## config.mk

```make
export PLATFORM = sky130hd
export DESIGN_NAME = ansi_sgr_color_filter_unit
export DESIGN_NICKNAME = d
export VERILOG_FILES = /design/src/sv/sgrcf_pkg.sv /design/src/sv/sgrcf_front.sv /design/src/sv/sgrcf_queue.sv /design/src/sv/sgrcf_back.sv /design/src/sv/ansi_sgr_color_filter_unit.sv
export VERILOG_INCLUDE_DIRS = /design/src /design/src/sv
export SDC_FILE = /design/constraint.sdc
export NUM_CORES = 1
export LEC_CHECK = 0
export ABC_CLOCK_PERIOD_IN_PS = 7400
export BUFFER_PORTS_ARGS = -buffer_cell sky130_fd_sc_hd__buf_2
export CAP_MARGIN = 40
export CORE_ASPECT_RATIO = 2
export CORE_MARGIN = 2
export CORE_UTILIZATION = 64
export DETAILED_ROUTE_END_ITERATION = 10
export GPL_TIMING_DRIVEN = 0
export PLACE_DENSITY_LB_ADDON = 0.1
export SLEW_MARGIN = 25
export SYNTH_ARGS = -nofsm -noshare
export SYNTH_HDL_FRONTEND = slang
export SYNTH_HIERARCHICAL = 1
export SYNTH_SLANG_ARGS = --single-unit
```

## constraint.sdc

```tcl
create_clock -name clk -period 7.4 [get_ports clk]
set_clock_uncertainty 0.2 [all_clocks]
set_input_delay 1.48 -clock clk [delete_from_list [all_inputs] [get_ports clk]]
set_output_delay 1.48 -clock clk [all_outputs]
set_load 0.02 [all_outputs]
```

## src/sv/ansi_sgr_color_filter_unit_assert.svh

```systemverilog
// assertion macros for the sgr color filter
`ifndef ANSI_SGR_COLOR_FILTER_UNIT_ASSERT_SVH
`define ANSI_SGR_COLOR_FILTER_UNIT_ASSERT_SVH
`ifndef NO_ASSERTIONS
`define SGRCF_ASSERT_IMPL(lbl, clk, rst, ante, cons, msg) \
  lbl: assert property (@(posedge clk) disable iff (rst) (ante) |-> (cons)) else $error(msg);
`define SGRCF_ASSERT_NEVER(lbl, clk, rst, cond, msg) \
  lbl: assert property (@(posedge clk) disable iff (rst) !(cond)) else $error(msg);
`else
`define SGRCF_ASSERT_IMPL(lbl, clk, rst, ante, cons, msg)
`define SGRCF_ASSERT_NEVER(lbl, clk, rst, cond, msg)
`endif
`endif

```

## src/sv/sgrcf_pkg.sv

```systemverilog
// shared types, constants and helpers for the sgr color filter
package sgrcf_pkg;

  localparam logic [7:0] ESC_BYTE  = 8'd27;
  localparam logic [7:0] OPEN_BYTE = 8'h5B;
  localparam logic [7:0] END_BYTE  = 8'h6D;
  localparam logic [7:0] SEP_BYTE  = 8'h3B;
  localparam logic [7:0] DIGIT_LO  = 8'h30;
  localparam logic [7:0] DIGIT_HI  = 8'h39;
  localparam logic [7:0] FG_LOW    = 8'd30;
  localparam logic [7:0] FG_HIGH   = 8'd37;
  localparam logic [7:0] BG_LOW    = 8'd40;
  localparam logic [7:0] BG_HIGH   = 8'd47;

  localparam logic [2:0] FG_RESET = 3'd7;
  localparam logic [2:0] BG_RESET = 3'd0;

  localparam logic KIND_DATA = 1'b0;
  localparam logic KIND_EOS  = 1'b1;
  localparam logic OUT_CHAR  = 1'b0;
  localparam logic OUT_ATTR  = 1'b1;

  localparam logic REG_DEFAULT_FG = 1'b0;
  localparam logic REG_DEFAULT_BG = 1'b1;

  localparam int QDEPTH = 4;
  localparam int QAW    = $clog2(QDEPTH);

  typedef enum logic [1:0] {
    MODE_TEXT = 2'd0,
    MODE_ESC  = 2'd1,
    MODE_SEQ  = 2'd2
  } mode_t;

  typedef struct packed {
    logic       kind;
    logic [7:0] in_byte;
  } in_item_t;

  typedef struct packed {
    logic       out_kind;
    logic [7:0] out_char;
    logic [7:0] attribute;
    logic       last;
  } out_item_t;

  // one request's worth of results, handed from front to back
  typedef struct packed {
    logic       esc_first;
    logic       has_main;
    logic       main_kind;
    logic [7:0] main_val;
  } op_t;

  typedef struct packed {
    logic full;
    logic empty;
  } q_status_t;

  function automatic logic [2:0] swap_rb(input logic [2:0] c);
    swap_rb = {c[0], c[1], c[2]};
  endfunction

endpackage

```

## src/sv/sgrcf_front.sv

```systemverilog
// front end: accepts bytes, runs the escape parser, queues result ops
module sgrcf_front (
  input  logic                 clk,
  input  logic                 rst,
  input  logic                 in_valid,
  input  sgrcf_pkg::in_item_t  in_data,
  input  logic                 accept,
  input  logic                 cfg_write,
  input  logic                 cfg_index,
  input  logic [2:0]           cfg_data,
  output logic                 push,
  output sgrcf_pkg::op_t       push_op
);

  sgrcf_pkg::mode_t mode, mode_next;
  logic [7:0] param, param_next;
  logic       closed, closed_next;
  logic [2:0] pending_fg, pending_fg_next;
  logic [2:0] pending_bg, pending_bg_next;
  logic [2:0] default_fg, default_bg;

  logic [7:0]  b;
  logic        is_digit;
  logic [11:0] prod;
  logic [11:0] acc;
  logic [2:0]  fg_app, bg_app;
  logic [7:0]  fg_off, bg_off;
  sgrcf_pkg::op_t op;

  assign b        = in_data.in_byte;
  assign is_digit = (b >= sgrcf_pkg::DIGIT_LO) && (b <= sgrcf_pkg::DIGIT_HI);
  assign prod     = {4'b0, param} * 12'd10;
  assign acc      = prod + {8'b0, b[3:0]};
  assign fg_off   = param - sgrcf_pkg::FG_LOW;
  assign bg_off   = param - sgrcf_pkg::BG_LOW;
  assign fg_app   = (param >= sgrcf_pkg::FG_LOW && param <= sgrcf_pkg::FG_HIGH) ?
                    sgrcf_pkg::swap_rb(fg_off[2:0]) : pending_fg;
  assign bg_app   = (param >= sgrcf_pkg::BG_LOW && param <= sgrcf_pkg::BG_HIGH) ?
                    sgrcf_pkg::swap_rb(bg_off[2:0]) : pending_bg;

  always_comb begin
    mode_next = mode;
    if (in_data.kind == sgrcf_pkg::KIND_EOS) begin
      mode_next = sgrcf_pkg::MODE_TEXT;
    end else begin
      unique case (mode)
        sgrcf_pkg::MODE_SEQ: begin
          mode_next = (b == sgrcf_pkg::END_BYTE) ? sgrcf_pkg::MODE_TEXT : sgrcf_pkg::MODE_SEQ;
        end
        sgrcf_pkg::MODE_ESC: begin
          if (b == sgrcf_pkg::OPEN_BYTE) begin
            mode_next = sgrcf_pkg::MODE_SEQ;
          end else if (b == sgrcf_pkg::ESC_BYTE) begin
            mode_next = sgrcf_pkg::MODE_ESC;
          end else begin
            mode_next = sgrcf_pkg::MODE_TEXT;
          end
        end
        default: begin
          mode_next = (b == sgrcf_pkg::ESC_BYTE) ? sgrcf_pkg::MODE_ESC : sgrcf_pkg::MODE_TEXT;
        end
      endcase
    end
  end

  always_comb begin
    param_next      = param;
    closed_next     = closed;
    pending_fg_next = pending_fg;
    pending_bg_next = pending_bg;
    op              = '0;
    if (in_data.kind == sgrcf_pkg::KIND_EOS) begin
      op.esc_first = (mode == sgrcf_pkg::MODE_ESC);
      param_next   = '0;
      closed_next  = 1'b0;
    end else begin
      unique case (mode)
        sgrcf_pkg::MODE_SEQ: begin
          if (b == sgrcf_pkg::END_BYTE || b == sgrcf_pkg::SEP_BYTE) begin
            pending_fg_next = fg_app;
            pending_bg_next = bg_app;
            param_next      = '0;
            closed_next     = 1'b0;
            if (b == sgrcf_pkg::END_BYTE) begin
              op.has_main  = 1'b1;
              op.main_kind = sgrcf_pkg::OUT_ATTR;
              op.main_val  = {1'b0, bg_app, 1'b0, fg_app};
            end
          end else if (!closed && is_digit) begin
            param_next = (acc > 12'd255) ? 8'd255 : acc[7:0];
          end else begin
            closed_next = 1'b1;
          end
        end
        sgrcf_pkg::MODE_ESC: begin
          if (b == sgrcf_pkg::OPEN_BYTE) begin
            param_next      = '0;
            closed_next     = 1'b0;
            pending_fg_next = default_fg;
            pending_bg_next = default_bg;
          end else begin
            op.esc_first = 1'b1;
            op.has_main  = (b != sgrcf_pkg::ESC_BYTE);
            op.main_kind = sgrcf_pkg::OUT_CHAR;
            op.main_val  = b;
          end
        end
        default: begin
          op.has_main  = (b != sgrcf_pkg::ESC_BYTE);
          op.main_kind = sgrcf_pkg::OUT_CHAR;
          op.main_val  = b;
        end
      endcase
    end
  end

  assign push    = accept && in_valid && (op.esc_first || op.has_main);
  assign push_op = op;

  always_ff @(posedge clk) begin
    if (rst) begin
      mode       <= sgrcf_pkg::MODE_TEXT;
      param      <= '0;
      closed     <= 1'b0;
      pending_fg <= sgrcf_pkg::FG_RESET;
      pending_bg <= sgrcf_pkg::BG_RESET;
      default_fg <= sgrcf_pkg::FG_RESET;
      default_bg <= sgrcf_pkg::BG_RESET;
    end else begin
      if (accept) begin
        mode       <= mode_next;
        param      <= param_next;
        closed     <= closed_next;
        pending_fg <= pending_fg_next;
        pending_bg <= pending_bg_next;
      end
      if (cfg_write) begin
        if (cfg_index == sgrcf_pkg::REG_DEFAULT_FG) begin
          default_fg <= cfg_data;
        end else begin
          default_bg <= cfg_data;
        end
      end
    end
  end

endmodule

```

## src/sv/sgrcf_queue.sv

```systemverilog
// small fifo of result ops between front and back
module sgrcf_queue (
  input  logic                  clk,
  input  logic                  rst,
  input  logic                  push,
  input  sgrcf_pkg::op_t        push_op,
  input  logic                  pop,
  output sgrcf_pkg::op_t        head,
  output sgrcf_pkg::q_status_t  status
);

  sgrcf_pkg::op_t mem [sgrcf_pkg::QDEPTH];
  logic [sgrcf_pkg::QAW-1:0] wr_ptr, rd_ptr;
  logic [sgrcf_pkg::QAW:0]   count;

  assign head         = mem[rd_ptr];
  assign status.full  = (count == (sgrcf_pkg::QAW+1)'(sgrcf_pkg::QDEPTH));
  assign status.empty = (count == '0);

  always_ff @(posedge clk) begin
    if (push) begin
      mem[wr_ptr] <= push_op;
    end
  end

  always_ff @(posedge clk) begin
    if (rst) begin
      wr_ptr <= '0;
      rd_ptr <= '0;
      count  <= '0;
    end else begin
      if (push) begin
        wr_ptr <= wr_ptr + 1'b1;
      end
      if (pop) begin
        rd_ptr <= rd_ptr + 1'b1;
      end
      if (push && !pop) begin
        count <= count + 1'b1;
      end else if (pop && !push) begin
        count <= count - 1'b1;
      end
    end
  end

endmodule

```

## src/sv/sgrcf_back.sv

```systemverilog
// back end: expands queued ops into result items through an output register
module sgrcf_back (
  input  logic                  clk,
  input  logic                  rst,
  input  sgrcf_pkg::op_t        head,
  input  sgrcf_pkg::q_status_t  status,
  output logic                  pop,
  output logic                  out_valid,
  input  logic                  out_stall,
  output sgrcf_pkg::out_item_t  out_data
);

  logic phase;
  logic load;
  logic esc_step;
  sgrcf_pkg::out_item_t item;

  assign load     = (!out_valid || !out_stall) && !status.empty;
  assign esc_step = head.esc_first && !phase;
  assign pop      = load && !(esc_step && head.has_main);

  always_comb begin
    item = '0;
    if (esc_step) begin
      item.out_kind = sgrcf_pkg::OUT_CHAR;
      item.out_char = sgrcf_pkg::ESC_BYTE;
      item.last     = !head.has_main;
    end else begin
      item.out_kind = head.main_kind;
      if (head.main_kind == sgrcf_pkg::OUT_ATTR) begin
        item.attribute = head.main_val;
      end else begin
        item.out_char = head.main_val;
      end
      item.last = 1'b1;
    end
  end

  always_ff @(posedge clk) begin
    if (load) begin
      out_data <= item;
    end
  end

  always_ff @(posedge clk) begin
    if (rst) begin
      out_valid <= 1'b0;
      phase     <= 1'b0;
    end else begin
      if (load) begin
        out_valid <= 1'b1;
        phase     <= esc_step && head.has_main;
      end else if (!out_stall) begin
        out_valid <= 1'b0;
      end
    end
  end

endmodule

```

## src/sv/ansi_sgr_color_filter_unit.sv

```systemverilog
// top level of the sgr color filter
// one byte request accepted per cycle while the op queue has room
// accepted bytes' ops are written into the op queue, then loaded into the output register
// a byte that gives two results sends the esc first, then its main result; out_stall holds the output
// synchronous reset returns to text mode, empties the queue, defaults 7 and 0
module ansi_sgr_color_filter_unit (
  input  logic                  clk,
  input  logic                  rst,
  input  logic                  in_valid,
  output logic                  in_stall,
  input  sgrcf_pkg::in_item_t   in_data,
  output logic                  out_valid,
  input  logic                  out_stall,
  output sgrcf_pkg::out_item_t  out_data,
  input  logic                  cfg_write,
  input  logic                  cfg_index,
  input  logic [2:0]            cfg_data
);

`include "ansi_sgr_color_filter_unit_assert.svh"

  logic                 accept;
  logic                 push;
  logic                 pop;
  sgrcf_pkg::op_t       push_op;
  sgrcf_pkg::op_t       head;
  sgrcf_pkg::q_status_t status;
  logic                 out_mid;
  logic                 out_esc_char;
  logic                 out_attr;
  logic                 attr_shape_ok;

  assign in_stall = status.full;
  assign accept   = in_valid && !in_stall;

  sgrcf_front u_front (
    .clk       (clk),
    .rst       (rst),
    .in_valid  (in_valid),
    .in_data   (in_data),
    .accept    (accept),
    .cfg_write (cfg_write),
    .cfg_index (cfg_index),
    .cfg_data  (cfg_data),
    .push      (push),
    .push_op   (push_op)
  );

  sgrcf_queue u_queue (
    .clk     (clk),
    .rst     (rst),
    .push    (push),
    .push_op (push_op),
    .pop     (pop),
    .head    (head),
    .status  (status)
  );

  sgrcf_back u_back (
    .clk       (clk),
    .rst       (rst),
    .head      (head),
    .status    (status),
    .pop       (pop),
    .out_valid (out_valid),
    .out_stall (out_stall),
    .out_data  (out_data)
  );

  assign out_mid       = out_valid && !out_data.last;
  assign out_esc_char  = (out_data.out_kind == sgrcf_pkg::OUT_CHAR) &&
                         (out_data.out_char == sgrcf_pkg::ESC_BYTE);
  assign out_attr      = out_valid && (out_data.out_kind == sgrcf_pkg::OUT_ATTR);
  assign attr_shape_ok = (out_data.out_char == 8'd0) && (out_data.attribute[7] == 1'b0) &&
                         (out_data.attribute[3] == 1'b0);

  `SGRCF_ASSERT_NEVER(a_no_overflow, clk, rst, push && status.full, "push into full queue")
  `SGRCF_ASSERT_NEVER(a_no_underflow, clk, rst, pop && status.empty, "pop from empty queue")
  `SGRCF_ASSERT_IMPL(a_first_is_esc, clk, rst, out_mid, out_esc_char, "non-final result is not esc")
  `SGRCF_ASSERT_IMPL(a_attr_clean, clk, rst, out_attr, attr_shape_ok, "malformed attribute")

endmodule
```

Word-level counts from Yosys, hierarchy flattened
Memory sizes are Yosys's and may differ from the RTL's. A register that Yosys moved wholly into a read port is not among the register bits.
Cells that the tools add are included.
Storage, ports and cells
  bits in registers: 50
  RAM bits: 44
  bits of input ports: 18
  output and inout port bits: 20
  word-level logic and storage cells: 127
  memories: 1
Operators by class
  add/subtract/negate cells: 7
  multipliers: 1
  $lt $le $gt $ge: 7
  equal/unequal tests: 14
  muxes and demuxes: 40
  bitwise logic cells: 3
  reductions and logical operators: 37
Memories
  u_queue.mem: words 4, bits a word 11, rd ports 1, clocked after memory_dff 1, wr ports 1, RTL line sgrcf_queue.sv:12  | sgrcf_pkg::op_t mem [sgrcf_pkg::QDEPTH];
Operators with widths (number)
  $mux W8: 5
  $mux W10: 3
  $le A8 B6 Y1 const B: 3
  $mux W3: 8
  $pmux W10 S2: 1
  $eq A8 B7 Y1 const B: 2
  $ge A8 B6 Y1 const B: 2
  $pmux W8 S2: 1
  $logic_and A1 B1 Y1: 13
  $add A12 B4 Y12: 1
  $gt A12 B8 Y1 const B: 1
  $pmux W3 S2: 2
  $mul A8 B3 Y11 const B: 1
  $mux W1: 11
  $mux W11: 1
  $logic_not A1 Y1: 10
  $mux W2: 5
  $eq A8 B5 Y1 const B: 1
  $eq A8 B6 Y1 const B: 1
  $ge A8 B5 Y1 const B: 1
  $ne A8 B5 Y1 const B: 1
  $reduce_and A4 Y1: 2
  $ne A2 B1 Y1 const B: 3
  $sub A3 B1 Y3 const B: 2
  other kinds (20): 28

Logic depth before layout (Yosys ltp)
  depth after elaboration: 13
  mapped depth: 13
  gate-level depth less buffers: 13

Hierarchy
The synthesis kept the hierarchy.
Modules (own cells, without submodules)
  sgrcf_queue: times used 1, cells each 101, area each 2018.2 µm², seq. area each 1501.4 µm²
  sgrcf_front: times used 1, cells each 227, area each 1811.7 µm², seq. area each 460.4 µm²
  sgrcf_back: times used 1, cells each 53, area each 820.8 µm², seq. area each 580.6 µm²
  ansi_sgr_color_filter_unit: times used 1, cells each 1, area each 13.8 µm², seq. area each 0.0 µm²

Worst setup path after synthesis
Ideal clock, no wire load.
  kind: input-to-reg
  from: input in_data[4] (netlist bit)
  to: register u_queue/count[2] (netlist bit)
  library setup time: 0.070 ns
  arrival time: 4.225 ns
  required time: 7.130 ns
  setup slack: 2.904 ns
  cell stages on the path: 12
  path buffers: 1
  cells stage by stage: nand4bb_1 or4b_4 or4_1 buf_2 o21ai_2 o211a_1 ha_1 inv_1 fa_1 xor2_1 or3_1 a21oi_1
RTL lines
  start: declaration: RTL line ansi_sgr_color_filter_unit.sv:11  | input sgrcf_pkg::in_item_t in_data,
  end signal: assignment: RTL line sgrcf_queue.sv:39  | count <= count + 1'b1;
  end signal: assignment: RTL line sgrcf_queue.sv:41  | count <= count - 1'b1;
  end: declaration: RTL line sgrcf_queue.sv:14  | logic [sgrcf_pkg::QAW:0] count;

==> flow_summary_export.csv <==
group,metric,value,unit
clock_network,tritoncts,"yes",
synth,synth.most_common_cell,"edfxtp_1",
synth,ys_async_sr_fraction,0,%
global_route,grt_start_max_net_pins,18,
die,ios,38,
place,io_buffers,37,
run,cap_violations,0,
timing,hold_viol,0,
global_route,grt_usage,26.7,%
synth,ys_warn_count,6,
worst_setup_path,worstRegToRegCells,12,
synth,synth.avg_cell_area,12.2,um^2
route,dr.first_iter.drc_count,389,
synth,synth_top_area_cell,"edfxtp_1",
place,postPlaceCellArea,4980,um^2
timing,report.final.slew_viol_count,0,
worst_setup_path,worstSetupPathType,"input pin to flip-flop",
synth,yosys_register_bits,96,
clock_network,postCtsResizedCells,0,
worst_setup_path,crit_path_end_kind,"flip-flop",
clock_network,clockRootBuffer,"clkbuf_16",
timing,setup_viol,0,
global_route,antenna_found_initial,0,
cells_and_area,nets,475,
worst_setup_path,critPathRequiredTime,7480,ps
die,num_rows,44,
synth,synthFlopType,"edfxtp_1",
die,die_y,125,um
global_route,grt_pass1_wl,16000,um
synth,synth_nets,426,
clock_network,cts_inserted_buffers,9,
worst_hold_path,hold_path_end,"u_front/default_bg[1]$_SDFFE_PP0P_",
cells_and_area,final_area,5300,um^2
route,finalWirelength,9620,um
global_route,grt_pass1_vias,3278,
route,post_drt_via_cell_ratio,6.09,
route,via_count,3218,
timing,relSlewSlack,52.1,%
worst_setup_path,r2r_end,"u_queue/count[2]$_SDFFE_PP0P_",
clock_network,cts.clk_slew.worst_paths,70,ps
clock_network,clock_path_buffers,2,
status,status,"finished clean",
global_route,grt_overflow,0,
pwr,p_total,1.62,mW
timing,tns,0,ps
cells_and_area,antenna_cells,0,
route,drc,0,
clock_network,cts.sinks,96,
timing,fmax,219,MHz
clock_network,h-tree-depth,3,
die,die_area,8030,um^2
timing,worst_slew_pin_slew,698,ps
place,place_congestion,0.896,
worst_setup_path,critical_path.startpoint_type,"input pin",
synth,synthCells,382,
synth,syn_area,4660,um^2
synth,synth_common_cells,"edfxtp_1 (62), dfxtp_1 (34), nand2_1 (31)",
die,coreArea,7160,um^2
cells_and_area,area_growth,13.7,%
synth,yosysSeqAreaShare,54.5,%
synth,synth_area_leaders,"edfxtp_1 (40%), dfxtp_1 (15%), ha_1 (6.2%), mux4_2 (4.8%), mux2i_1 (3.6%)",
timing,rsz0062_at_grt,"false",
timing,finalCritPeriodShare,61.6,%
worst_setup_path,cp_max_fo,8,
synth,synth.top_cell.area_share,39.9,%
pwr,peakVddDrop,0.000261,V
die,initial_core_util,65.2,%
pwr,powerDensity,306,nW/um^2
worst_setup_path,worstReg2RegStart,"u_front/mode[0]$_SDFFE_PP0P_",
worst_hold_path,hp-class,"flip-flop to flip-flop",
synth,yosysUniqueCellTypes,57,
route,first_pass_iters,5,
worst_setup_path,rrSetupSlack,4010,ps
worst_hold_path,min_path_cells,2,
timing,period_minus_slack,4560,ps
worst_hold_path,worstHoldStart,"u_front/default_bg[1]$_SDFFE_PP0P_",
synth,synth-edff-count,62,
cells_and_area,layout-drive-gt1-share,19.5,%
place,hpwl,6780,um
worst_setup_path,cp.arrival,4640,ps
route,routedWlPerCell,18.2,um
route,ant_nets,0,
clock_network,cts_hold_buf,0,
die,fp.dieW,64.4,um
pwr,p_leak,2.15,nW
clock_network,post_cts_buffers,0,
clock_network,clk_latency,340,ps
## registers in the layout, summed over array words and instances (netlist names), 3 cells and up, named ones only
name	count
u_front/param	8
u_queue/mem	44
u_front/pending_fg	3
u_front/pending_bg	3
u_queue/count	3
u_front/default_fg	3
u_back/out_data	18
u_front/default_bg	3
## cell type report
class,count,area [um^2]
multi-input combinational,257,1990
clock buffer,9,225
fill,495,1850
timing repair buffer,38,196
tap,92,115
clock inverter,7,103
buffer,10,58.8
sequential,96,2540
inverter,19,71.3
## through the flow
stage / cells / setup slack [ps] / hold slack (ps) / util, %
finish: 528 / 2840 / 254 / 74.1
global route: 528 / 2630 / 276 / 74.1
CTS: 528 / 2850 / 260 / 74.1
detailed placement: 512 / 2480 / 250 / 69.5
global placement: 511 / 2590 / 243 / 69.4
floorplan: 382 / 2900 / 235 / -
## cell families (layout without fill, tap and decap cells)
| group | count (synthesis) | after routing | share of synthesized area, % |
|---|---|---|---|
| xor+xnor | 10 | 10 | 1.88 |
| flops | 96 | 96 | 54.5 |
| buf+inv | 29 | 83 | 2.79 |
| compound gates | 65 | 65 | 8.91 |
| simple gates | 128 | 128 | 15.4 |
| mux | 28 | 28 | 9.04 |
| fa+ha+maj | 26 | 26 | 7.46 |
## where the power goes
group          leakage, nW  internal (mW)  switching [mW]
Clock                0.162          0.300           0.197
Combinational         1.13          0.163           0.257
Sequential           0.857          0.670          0.0341
## critical path: stages
cell and delay (ps):
buf_2 140, nand4bb_1 190, or4b_4 530, or4_1 410
buf_2 190, o21ai_2 110, o211a_1 300, ha_1 230
inv_1 60, fa_1 370, xor2_1 180, or3_1 300
a21oi_1 150
## worst max-delay path by stage
| stage | startpoint | end | slack (ps) | depth (start not counted) |
|---|---|---|---|---|
| detailed placement | in_data[1] | u_queue/count[2]$_SDFFE_PP0P_ | 2480 | 13 |
| CTS | in_data[1] | u_queue/count[2]$_SDFFE_PP0P_ | 2850 | 13 |
| finish | in_data[1] | u_queue/count[2]$_SDFFE_PP0P_ | 2840 | 13 |
| global route | in_data[1] | u_queue/count[2]$_SDFFE_PP0P_ | 2630 | 13 |
| floorplan | in_data[4] | u_queue/count[2]$_SDFFE_PP0P_ | 2900 | 12 |
| global placement | in_data[1] | u_queue/count[2]$_SDFFE_PP0P_ | 2590 | 13 |
## layout by cell type, fill, tap and decap left out, types with 8 or more instances in the layout
cell	n
clkbuf_16	9
ha_1	23
and3_1	9
mux2i_1	17
nand2_1	31
nor3_1	14
nor2_1	27
edfxtp_1	62
mux4_2	10
inv_1	19
and2_1	8
dfxtp_1	34
buf_2	39
a21oi_1	16
o21ai_0	21
## routing by layer
metal / GRT usage, % / vias up / part of all wire [%]
met4: 17.1 / 0 / 5.3
met1: 31.8 / 1526 / 37
met5: 0 / - / 0
met2: 44.4 / 134 / 53
li1: - / 1518 / -
met3: 3.61 / 40 / 4.8
(Power assumes the default switching activity.)
